===== src/hw/rtl/spi_mfd_pkg.sv =====
// -----------------------------------------------------------------------------
// SPI master package
// Shared types and codes for the full-duplex SPI master core.
// -----------------------------------------------------------------------------
package spi_mfd_pkg;

   localparam int LENGTH_BITS_DEF = 16;
   localparam int DIV_BITS        = 7;
   localparam int INDEX_BITS      = 3;

   typedef enum logic [INDEX_BITS-1:0] {
      REG_SPI_MODE     = 3'd0,
      REG_BAUD_CODE    = 3'd1,
      REG_WRITE_LENGTH = 3'd2,
      REG_READ_LENGTH  = 3'd3,
      REG_CS_GAP       = 3'd4
   } reg_index_type;

   typedef enum logic [3:0] {
      PH_IDLE  = 4'b0001,
      PH_LEAD  = 4'b0010,
      PH_XFER  = 4'b0100,
      PH_TRAIL = 4'b1000
   } phase_type;

   typedef struct packed {
      logic       cpol;
      logic       cpha;
      logic [2:0] baud;
   } mode_cfg_type;

endpackage


===== src/hw/rtl/spi_mfd_csr.sv =====
// -----------------------------------------------------------------------------
// SPI master control registers
// Decodes register writes and holds mode, clock divider, lengths and gap.
// -----------------------------------------------------------------------------
module spi_mfd_csr #(
   parameter int LENGTH_BITS = spi_mfd_pkg::LENGTH_BITS_DEF
) (
   input  logic                                clock,
   input  logic                                reset,
   input  logic                                csr_we,
   input  logic [spi_mfd_pkg::INDEX_BITS-1:0]  csr_index,
   input  logic [LENGTH_BITS-1:0]              csr_wdata,
   output spi_mfd_pkg::mode_cfg_type           mode_cfg,
   output logic [LENGTH_BITS-1:0]              write_len,
   output logic [LENGTH_BITS-1:0]              read_len,
   output logic [LENGTH_BITS-1:0]              gap_len
);

   spi_mfd_pkg::mode_cfg_type mode_ff;
   logic [LENGTH_BITS-1:0]    wlen_ff;
   logic [LENGTH_BITS-1:0]    rlen_ff;
   logic [LENGTH_BITS-1:0]    gap_ff;

   always_ff @(posedge clock) begin
      if (reset) begin
         mode_ff.cpol <= 1'b0;
         mode_ff.cpha <= 1'b0;
         mode_ff.baud <= 3'd7;
         wlen_ff      <= '0;
         rlen_ff      <= '0;
         gap_ff       <= '0;
      end else if (csr_we) begin
         case (csr_index)
            spi_mfd_pkg::REG_SPI_MODE: begin
               mode_ff.cpol <= csr_wdata[1];
               mode_ff.cpha <= csr_wdata[0];
            end
            spi_mfd_pkg::REG_BAUD_CODE: begin
               mode_ff.baud <= csr_wdata[2:0];
            end
            spi_mfd_pkg::REG_WRITE_LENGTH: begin
               wlen_ff <= csr_wdata;
            end
            spi_mfd_pkg::REG_READ_LENGTH: begin
               rlen_ff <= csr_wdata;
            end
            spi_mfd_pkg::REG_CS_GAP: begin
               gap_ff <= csr_wdata;
            end
            default: begin
            end
         endcase
      end
   end

   assign mode_cfg  = mode_ff;
   assign write_len = wlen_ff;
   assign read_len  = rlen_ff;
   assign gap_len   = gap_ff;

endmodule


===== src/hw/rtl/spi_master_full_duplex_core.sv =====
// -----------------------------------------------------------------------------
// SPI master, full duplex, 8-bit, modes 0 to 3
// One request transaction is one system tick: start, next transmit byte and
// the MISO level. Every request yields exactly one response transaction with
// chip select, SCLK, MOSI, the transmit-byte-taken flag, a received byte with
// its valid flag, busy and done.
// The response for a request is presented on the cycle after the request is
// accepted. Throughput: one request per cycle while responses are taken;
// the tick state is updated by one registered pass of the control logic.
// The response channel has one output register; req_ready stays high while
// that register is empty or being drained, so a stalled receiver holds the
// request side after one pending response, and no tick is lost or repeated.
// Serial timing counts request transactions, not clock cycles.
// Reset: synchronous; the phase goes idle, SCLK state at polarity 0, divider
// 2^8 ticks per period, lengths and gap zero; outputs are not reset. The user
// writes registers via the csr_ port, no handshake, only while idle, unenforced.
// -----------------------------------------------------------------------------
module spi_master_full_duplex_core #(
   parameter int LENGTH_BITS = spi_mfd_pkg::LENGTH_BITS_DEF
) (
   input  logic                                clock,
   input  logic                                reset,
   input  logic                                req_valid,
   output logic                                req_ready,
   input  logic                                req_start_req,
   input  logic [7:0]                          req_tx_byte,
   input  logic                                req_miso,
   output logic                                rsp_valid,
   input  logic                                rsp_ready,
   output logic                                rsp_cs_n,
   output logic                                rsp_sclk,
   output logic                                rsp_mosi,
   output logic                                rsp_tx_taken,
   output logic                                rsp_rx_valid,
   output logic [7:0]                          rsp_rx_byte,
   output logic                                rsp_busy_res,
   output logic                                rsp_done_res,
   input  logic                                csr_we,
   input  logic [spi_mfd_pkg::INDEX_BITS-1:0]  csr_index,
   input  logic [LENGTH_BITS-1:0]              csr_wdata
);

   spi_mfd_pkg::mode_cfg_type mode_cfg;
   logic [LENGTH_BITS-1:0]    write_len;
   logic [LENGTH_BITS-1:0]    read_len;
   logic [LENGTH_BITS-1:0]    gap_len;

   spi_mfd_csr #(
      .LENGTH_BITS (LENGTH_BITS)
   ) u_csr (
      .clock     (clock),
      .reset     (reset),
      .csr_we    (csr_we),
      .csr_index (csr_index),
      .csr_wdata (csr_wdata),
      .mode_cfg  (mode_cfg),
      .write_len (write_len),
      .read_len  (read_len),
      .gap_len   (gap_len)
   );

   spi_mfd_pkg::phase_type               phase_ff, phase_in;
   logic [spi_mfd_pkg::DIV_BITS-1:0]     div_ff, div_in;
   logic [2:0]                           bit_ff, bit_in;
   logic [LENGTH_BITS-1:0]               byte_ff, byte_in;
   logic [LENGTH_BITS-1:0]               gap_ff, gap_in;
   logic [7:0]                           tx_ff, tx_in;
   logic [7:0]                           rx_ff, rx_in;
   logic                                 clk_ff, clk_in;

   logic                                 rsp_valid_ff;
   logic                                 cs_n_ff, sclk_ff, mosi_ff, taken_ff;
   logic                                 rxv_ff, busy_ff, done_ff;
   logic [7:0]                           rxb_ff;

   logic                                 accept;
   logic                                 taken, rxv, done;
   logic [7:0]                           rxb;
   logic [spi_mfd_pkg::DIV_BITS:0]       half;
   logic [spi_mfd_pkg::DIV_BITS:0]       div_inc;
   logic [LENGTH_BITS:0]                 gap_inc;
   logic [LENGTH_BITS:0]                 byte_inc;
   logic [LENGTH_BITS-1:0]               total_raw;
   logic [LENGTH_BITS-1:0]               total;
   logic                                 leading;
   logic                                 mode_wr;

   assign req_ready = !rsp_valid_ff || rsp_ready;
   assign accept    = req_valid && req_ready;
   assign mode_wr   = csr_we && (csr_index == spi_mfd_pkg::REG_SPI_MODE);

   assign half      = (spi_mfd_pkg::DIV_BITS+1)'(1) << mode_cfg.baud;
   assign div_inc   = {1'b0, div_ff} + (spi_mfd_pkg::DIV_BITS+1)'(1);
   assign gap_inc   = {1'b0, gap_ff} + (LENGTH_BITS+1)'(1);
   assign byte_inc  = {1'b0, byte_ff} + (LENGTH_BITS+1)'(1);
   assign total_raw = (write_len > read_len) ? write_len : read_len;
   assign total     = (total_raw == '0) ? LENGTH_BITS'(1) : total_raw;
   assign leading   = (clk_ff == mode_cfg.cpol);

   always_comb begin
      phase_in = phase_ff;
      div_in   = div_ff;
      bit_in   = bit_ff;
      byte_in  = byte_ff;
      gap_in   = gap_ff;
      tx_in    = tx_ff;
      rx_in    = rx_ff;
      clk_in   = clk_ff;
      taken    = 1'b0;
      rxv      = 1'b0;
      rxb      = 8'd0;
      done     = 1'b0;
      case (phase_ff)
         spi_mfd_pkg::PH_IDLE: begin
            clk_in = mode_cfg.cpol;
            if (req_start_req) begin
               byte_in = '0;
               bit_in  = '0;
               div_in  = '0;
               gap_in  = '0;
               rx_in   = 8'd0;
               if (write_len != '0) begin
                  tx_in = req_tx_byte;
                  taken = 1'b1;
               end else begin
                  tx_in = 8'd0;
               end
               phase_in = (gap_len == '0) ? spi_mfd_pkg::PH_XFER : spi_mfd_pkg::PH_LEAD;
            end
         end
         spi_mfd_pkg::PH_LEAD: begin
            gap_in = gap_inc[LENGTH_BITS-1:0];
            if (gap_inc >= {1'b0, gap_len}) begin
               phase_in = spi_mfd_pkg::PH_XFER;
               div_in   = '0;
               gap_in   = '0;
            end
         end
         spi_mfd_pkg::PH_XFER: begin
            if (div_inc >= half) begin
               div_in = '0;
               clk_in = !clk_ff;
               if (leading) begin
                  if (!mode_cfg.cpha) begin
                     rx_in = {rx_ff[6:0], req_miso};
                  end else if (bit_ff != 3'd0) begin
                     tx_in = {tx_ff[6:0], 1'b0};
                  end else if (byte_ff != '0) begin
                     if (byte_ff < write_len) begin
                        tx_in = req_tx_byte;
                        taken = 1'b1;
                     end else begin
                        tx_in = 8'd0;
                     end
                  end
               end else begin
                  if (mode_cfg.cpha) begin
                     rx_in = {rx_ff[6:0], req_miso};
                  end
                  if (bit_ff == 3'd7) begin
                     if (byte_ff < read_len) begin
                        rxv = 1'b1;
                        rxb = rx_in;
                     end
                     bit_in = '0;
                     if (byte_inc >= {1'b0, total}) begin
                        gap_in = '0;
                        if (gap_len == '0) begin
                           phase_in = spi_mfd_pkg::PH_IDLE;
                           done     = 1'b1;
                        end else begin
                           phase_in = spi_mfd_pkg::PH_TRAIL;
                        end
                     end else begin
                        byte_in = byte_inc[LENGTH_BITS-1:0];
                        if (!mode_cfg.cpha) begin
                           if (byte_inc < {1'b0, write_len}) begin
                              tx_in = req_tx_byte;
                              taken = 1'b1;
                           end else begin
                              tx_in = 8'd0;
                           end
                        end
                     end
                  end else begin
                     bit_in = bit_ff + 3'd1;
                     if (!mode_cfg.cpha) begin
                        tx_in = {tx_ff[6:0], 1'b0};
                     end
                  end
               end
            end else begin
               div_in = div_inc[spi_mfd_pkg::DIV_BITS-1:0];
            end
         end
         spi_mfd_pkg::PH_TRAIL: begin
            gap_in = gap_inc[LENGTH_BITS-1:0];
            if (gap_inc >= {1'b0, gap_len}) begin
               phase_in = spi_mfd_pkg::PH_IDLE;
               gap_in   = '0;
               done     = 1'b1;
               clk_in   = mode_cfg.cpol;
            end
         end
         default: begin
            phase_in = spi_mfd_pkg::PH_IDLE;
         end
      endcase
   end

   always_ff @(posedge clock) begin
      if (reset) begin
         phase_ff <= spi_mfd_pkg::PH_IDLE;
         div_ff   <= '0;
         bit_ff   <= '0;
         byte_ff  <= '0;
         gap_ff   <= '0;
         tx_ff    <= 8'd0;
         rx_ff    <= 8'd0;
         clk_ff   <= 1'b0;
      end else if (accept) begin
         phase_ff <= phase_in;
         div_ff   <= div_in;
         bit_ff   <= bit_in;
         byte_ff  <= byte_in;
         gap_ff   <= gap_in;
         tx_ff    <= tx_in;
         rx_ff    <= rx_in;
         clk_ff   <= clk_in;
      end else if (mode_wr && (phase_ff == spi_mfd_pkg::PH_IDLE)) begin
         clk_ff <= csr_wdata[1];
      end
   end

   always_ff @(posedge clock) begin
      if (reset) begin
         rsp_valid_ff <= 1'b0;
      end else if (accept) begin
         rsp_valid_ff <= 1'b1;
      end else if (rsp_ready) begin
         rsp_valid_ff <= 1'b0;
      end
   end

   always_ff @(posedge clock) begin
      if (accept) begin
         cs_n_ff  <= (phase_in == spi_mfd_pkg::PH_IDLE);
         busy_ff  <= (phase_in != spi_mfd_pkg::PH_IDLE);
         sclk_ff  <= clk_in;
         mosi_ff  <= tx_in[7];
         taken_ff <= taken;
         rxv_ff   <= rxv;
         rxb_ff   <= rxb;
         done_ff  <= done;
      end
   end

   assign rsp_valid    = rsp_valid_ff;
   assign rsp_cs_n     = cs_n_ff;
   assign rsp_sclk     = sclk_ff;
   assign rsp_mosi     = mosi_ff;
   assign rsp_tx_taken = taken_ff;
   assign rsp_rx_valid = rxv_ff;
   assign rsp_rx_byte  = rxb_ff;
   assign rsp_busy_res = busy_ff;
   assign rsp_done_res = done_ff;

`ifndef SYNTHESIS
   a_cs_busy: assert property (@(posedge clock) disable iff (reset)
      rsp_valid_ff |-> (rsp_cs_n != rsp_busy_res))
      else $error("chip select disagrees with busy");

   a_done_idle: assert property (@(posedge clock) disable iff (reset)
      (rsp_valid_ff && rsp_done_res) |-> rsp_cs_n)
      else $error("done reported while chip select low");

   a_rx_zero: assert property (@(posedge clock) disable iff (reset)
      (rsp_valid_ff && !rsp_rx_valid) |-> (rsp_rx_byte == 8'd0))
      else $error("received byte not cleared without valid");

   a_bit_xfer: assert property (@(posedge clock) disable iff (reset)
      (phase_ff != spi_mfd_pkg::PH_XFER) |-> (bit_ff == 3'd0))
      else $error("bit counter running outside transfer");

   a_stall_block: assert property (@(posedge clock) disable iff (reset)
      (rsp_valid_ff && !rsp_ready) |-> !req_ready)
      else $error("request taken while response stalled");
`endif

endmodule

===== config.mk =====
export PLATFORM = sky130hd
export DESIGN_NAME = spi_master_full_duplex_core
export DESIGN_NICKNAME = d
export VERILOG_FILES = /design/src/hw/rtl/spi_mfd_pkg.sv /design/src/hw/rtl/spi_mfd_csr.sv /design/src/hw/rtl/spi_master_full_duplex_core.sv
export SDC_FILE = /design/constraint.sdc
export NUM_CORES = 1
export LEC_CHECK = 0
export CAP_MARGIN = 20
export CORE_UTILIZATION = 45
export CTS_CLUSTER_SIZE = 20
export DETAILED_ROUTE_END_ITERATION = 6
export DONT_BUFFER_PORTS = 1
export SYNTH_ARGS = -nofsm -noshare
export SYNTH_HDL_FRONTEND = slang
export SYNTH_SLANG_ARGS = --single-unit
export TNS_END_PERCENT = 50

===== constraint.sdc =====
create_clock -name clock -period 5.2 [get_ports clock]
set_input_delay 0 -clock clock [delete_from_list [all_inputs] [get_ports clock]]
set_output_delay 0 -clock clock [all_outputs]
set_load 0.05 [all_outputs]

==> impl_metrics.json <==
{
  "cp.required_ps": 5570,
  "dpl_worst_slack_ps": 496,
  "slowest_stage": "dlygate4sd3_1",
  "peakVddDrop_uv": 182,
  "grt_max_degree": 89,
  "start_kind": "flop",
  "area_growth_synth_to_finish_pct": 12.2,
  "nets": 1261,
  "final_cell_mix": "159 x nand2_1, 117 x dfxtp_1, 108 x ha_1",
  "synth_seq_area_share_pct": 30.6,
  "tritoncts_clock_tree": "done",
  "synth_warnings": 0,
  "grt_overflow": 0,
  "mostFrequentLayoutCell": "nand2_1",
  "synth-edff-count": 15,
  "initial_core_utilization_pct": 46.5,
  "grt_first_pass_wirelength_um": 39600,
  "fillers": 1956,
  "number_of_remaining_drc_errors": 2,
  "avgViaCountPerCell": 5.74,
  "cap_violations": 0,
  "netlist-cell-type-count": 84,
  "die-area_um2": 20900,
  "clkPwrFrac_pct": 44.7,
  "power_report.internal_total_uw": 1820,
  "syn-mean-instance-area_um2": 8.28,
  "cts_buffers": 17,
  "path_buf_inv": 2,
  "comb_power_share_pct": 13.1,
  "clk_pin_slew_ps": 70,
  "critical_path.cell_chain": "inv_1 -> ha_1 -> a2111oi_0 -> o211ai_1 -> a31oi_1 -> a22o_2 -> mux2i_1 -> ha_1 -> nand2_1 -> nor3_1 -> a2111oi_1 -> o211a_2 -> a31oi_4 -> nor3_4 -> nand2_1 -> a21oi_1 -> dlygate4sd3_1",
  "postRouteAntennaNets": 0,
  "cp_max_fo": 14,
  "ys_ff_latch": 132,
  "grt.met3_usage_pct": 4.50,
  "clock-skew-final_ps": 12.6,
  "mappedNetlistArea_um2": 9130,
  "ios": 51,
  "cts-root-to-sink-buffers": 2,
  "cts.htree.levels": 4,
  "groute.layer.met2.usage_pct": 39.2,
  "all_layer_gr_usage_pct": 24.6,
  "postSynth.topFlopCell": "dfxtp_1",
  "wl_per_cell_um": 17.7,
  "postLayoutCellArea_um2": 10200,
  "core_rows": 51,
  "drive_gt1_share_pct": 7.51,
  "cpLargestDelayFamily": "compound AO/OA/AOI/OAI gates",
  "final_slew_viol_count": 0,
  "dieWidth_um": 144,
  "met1_routing_resource_usage_after_global_routing_pct": 33.9,
  "grt_most_used_layer": "met2",
  "power.net_switching_uw": 806,
  "maxSlewHeadroom_pct": 29.6,
  "dr.first_iter.drc_count": 432,
  "hold_slack_ps": 42.7,
  "drt-pass1-iter-count": 7,
  "sequentialPowerShare_pct": 42.2,
  "min_path_cells": 3,
  "ff2ff_path_depth": 17,
  "grt_pass1_vias": 7497,
  "max_clock_freq_ghz": 0.212,
  "final_min_period_over_clock_period_pct": 90.9,
  "synth_fp_nets": 1245,
  "placement.io_buffers": 0,
  "synthCells": 1103,
  "setup-tns-final_ps": 0,
  "cts_sinks": 132,
  "number_of_antenna_violations_at_the_first_check_in_global_routing": 0,
  "crit_path_max_incr_delay_ps": 550,
  "grt_setup_unrepaired": "false",
  "critPathArrivalTime_ps": 5100,
  "final-setup-viol-count": 0,
  "post-dp-hpwl_um": 18000,
  "violations": "DRC",
  "worst-slew-pin-transition_ps": 1040,
  "powerDensity_nw_per_um2": 256,
  "path_class": "flop to flop",
  "final.min_clock_period_ps": 4730,
  "critPathCaptureType": "flop",
  "finalWorstSetupSlack_ps": 472,
  "p_leak_uw": 0.00409,
  "via_count": 8031,
  "cts_root_buf": "clkbuf_16",
  "drt-total-wl_um": 24700,
  "outcome": "finished with violations",
  "critical_path_depth": 17,
  "die-height_um": 144,
  "synth_async_sr_flop_share_pct": 0,
  "placed_cell_area_um2": 9300,
  "sw_frac_of_total_pct": 30.7,
  "core_region_area_um2": 19700,
  "gpl.final_weighted_congestion": 0.897,
  "worst_skew_late_latency_ps": 430,
  "total_power_uw": 2630,
  "final-hold-violation-count": 0,
  "class_of_the_worst_hold_path": "input port to flop"
}
## repair_timing
action | 4_1_cts | 5_1_grt
hold buffers | 32 | 2
setup endpoints to repair | 0 | 1
endpoints found under the hold margin | 115 | 3
resized for setup | 0 | 3
setup buffers | 0 | 2
## power groups by stage
| stage | registers, µW | logic, µW | clock network (µW) |
|---|---|---|---|
| detailed placement | 1130 | 296 | 0 |
| global route | 1110 | 376 | 1240 |
| global placement | 1130 | 294 | 0 |
| floorplan | 1120 | 246 | 0 |
| CTS | 1110 | 338 | 1190 |
| finish | 1110 | 343 | 1170 |
## worst reg2reg max path, delay by kind of cell, from the launching register on
family | cells | cell delay (ps)
flip-flops | 1 | 380
adder cells (fa/ha/maj) | 2 | 590
AND/OR/NAND/NOR | 4 | 540
multiplexers | 1 | 280
AO/OA/AOI/OAI | 8 | 2270
buffers and inverters | 2 | 630
## final cells by class
type                       instances  area [µm²]  area share, %
antenna                            1        2.50         0.0244
clock buffer                      17         425           4.15
clock inverter                    15         136           1.33
inverter                          64         240           2.35
multi-input combinational        859        5870           57.3
sequential                       132        2790           27.3
tap                              265         332           3.24
timing repair buffer              45         440           4.30
## flip-flops by register name, summed over array words and instances, names as in the netlist, 3 cells and up
register / count
rx_ff: 8
u_csr.read_len: 16
u_csr.gap_len: 16
bit_ff: 3
byte_ff: 16
u_csr.mode_cfg: 5
tx_ff: 8
rsp_rx_byte: 8
u_csr.write_len: 16
phase_ff: 4
div_ff: 7
gap_ff: 16
## through the flow
step | util [%] | cells
floorplan | - | 1103
global placement | 47.3 | 1328
detailed placement | 47.3 | 1328
CTS | 51.9 | 1392
global route | 52.1 | 1397
finish | 52.1 | 1398
## path summary, 6_finish.rpt
check / from / to / slack (ps)
worst max-delay path: u_csr.read_len[7] / byte_ff[0] / 470
worst min-delay path: req_tx_byte[7] / rsp_mosi / 40
worst max register to register: u_csr.read_len[7] / byte_ff[0] / 470
worst min register to register: div_ff[1] / div_ff[1] / 480
## kinds of logic (layout without fill, tap and decap cells)
logic type                 count (synthesis)  in the layout  synth area share, %
xor gates and xnor gates                  28             28                 2.68
adders and majority gates                108            108                 14.8
AOI/OAI and AO/OA                        284            284                 21.0
and+or+nand+nor                          406            406                 22.2
other                                      0              1                    0
muxes                                     33             33                 3.63
buffers and inverters                    112            141                 5.14
DFF                                      132            132                 30.6
## layer usage
metal / up-vias / wire length [µm]
met5: - / 0
met3: 30 / 1200
met1: 3789 / 11900
met4: 0 / 371
met2: 183 / 11300
li1: 4029 / -
## synthesized netlist by cell type, types with 15 or more instances
library cell / n / area share (%)
ha_1: 108 / 15
nand4_1: 17 / 1.2
dfxtp_1: 117 / 26
nor2_1: 64 / 2.6
edfxtp_1: 15 / 4.9
nand2_1: 159 / 6.5
a21o_1: 32 / 2.6
clkbuf_1: 31 / 1.3
mux2i_1: 32 / 3.5
inv_1: 64 / 2.6
a21oi_1: 107 / 5.9
nor3_1: 16 / 0.88
xnor2_1: 19 / 1.8
nand3_1: 45 / 2.5
o21ai_0: 35 / 1.9
(Power assumes the default switching activity.)
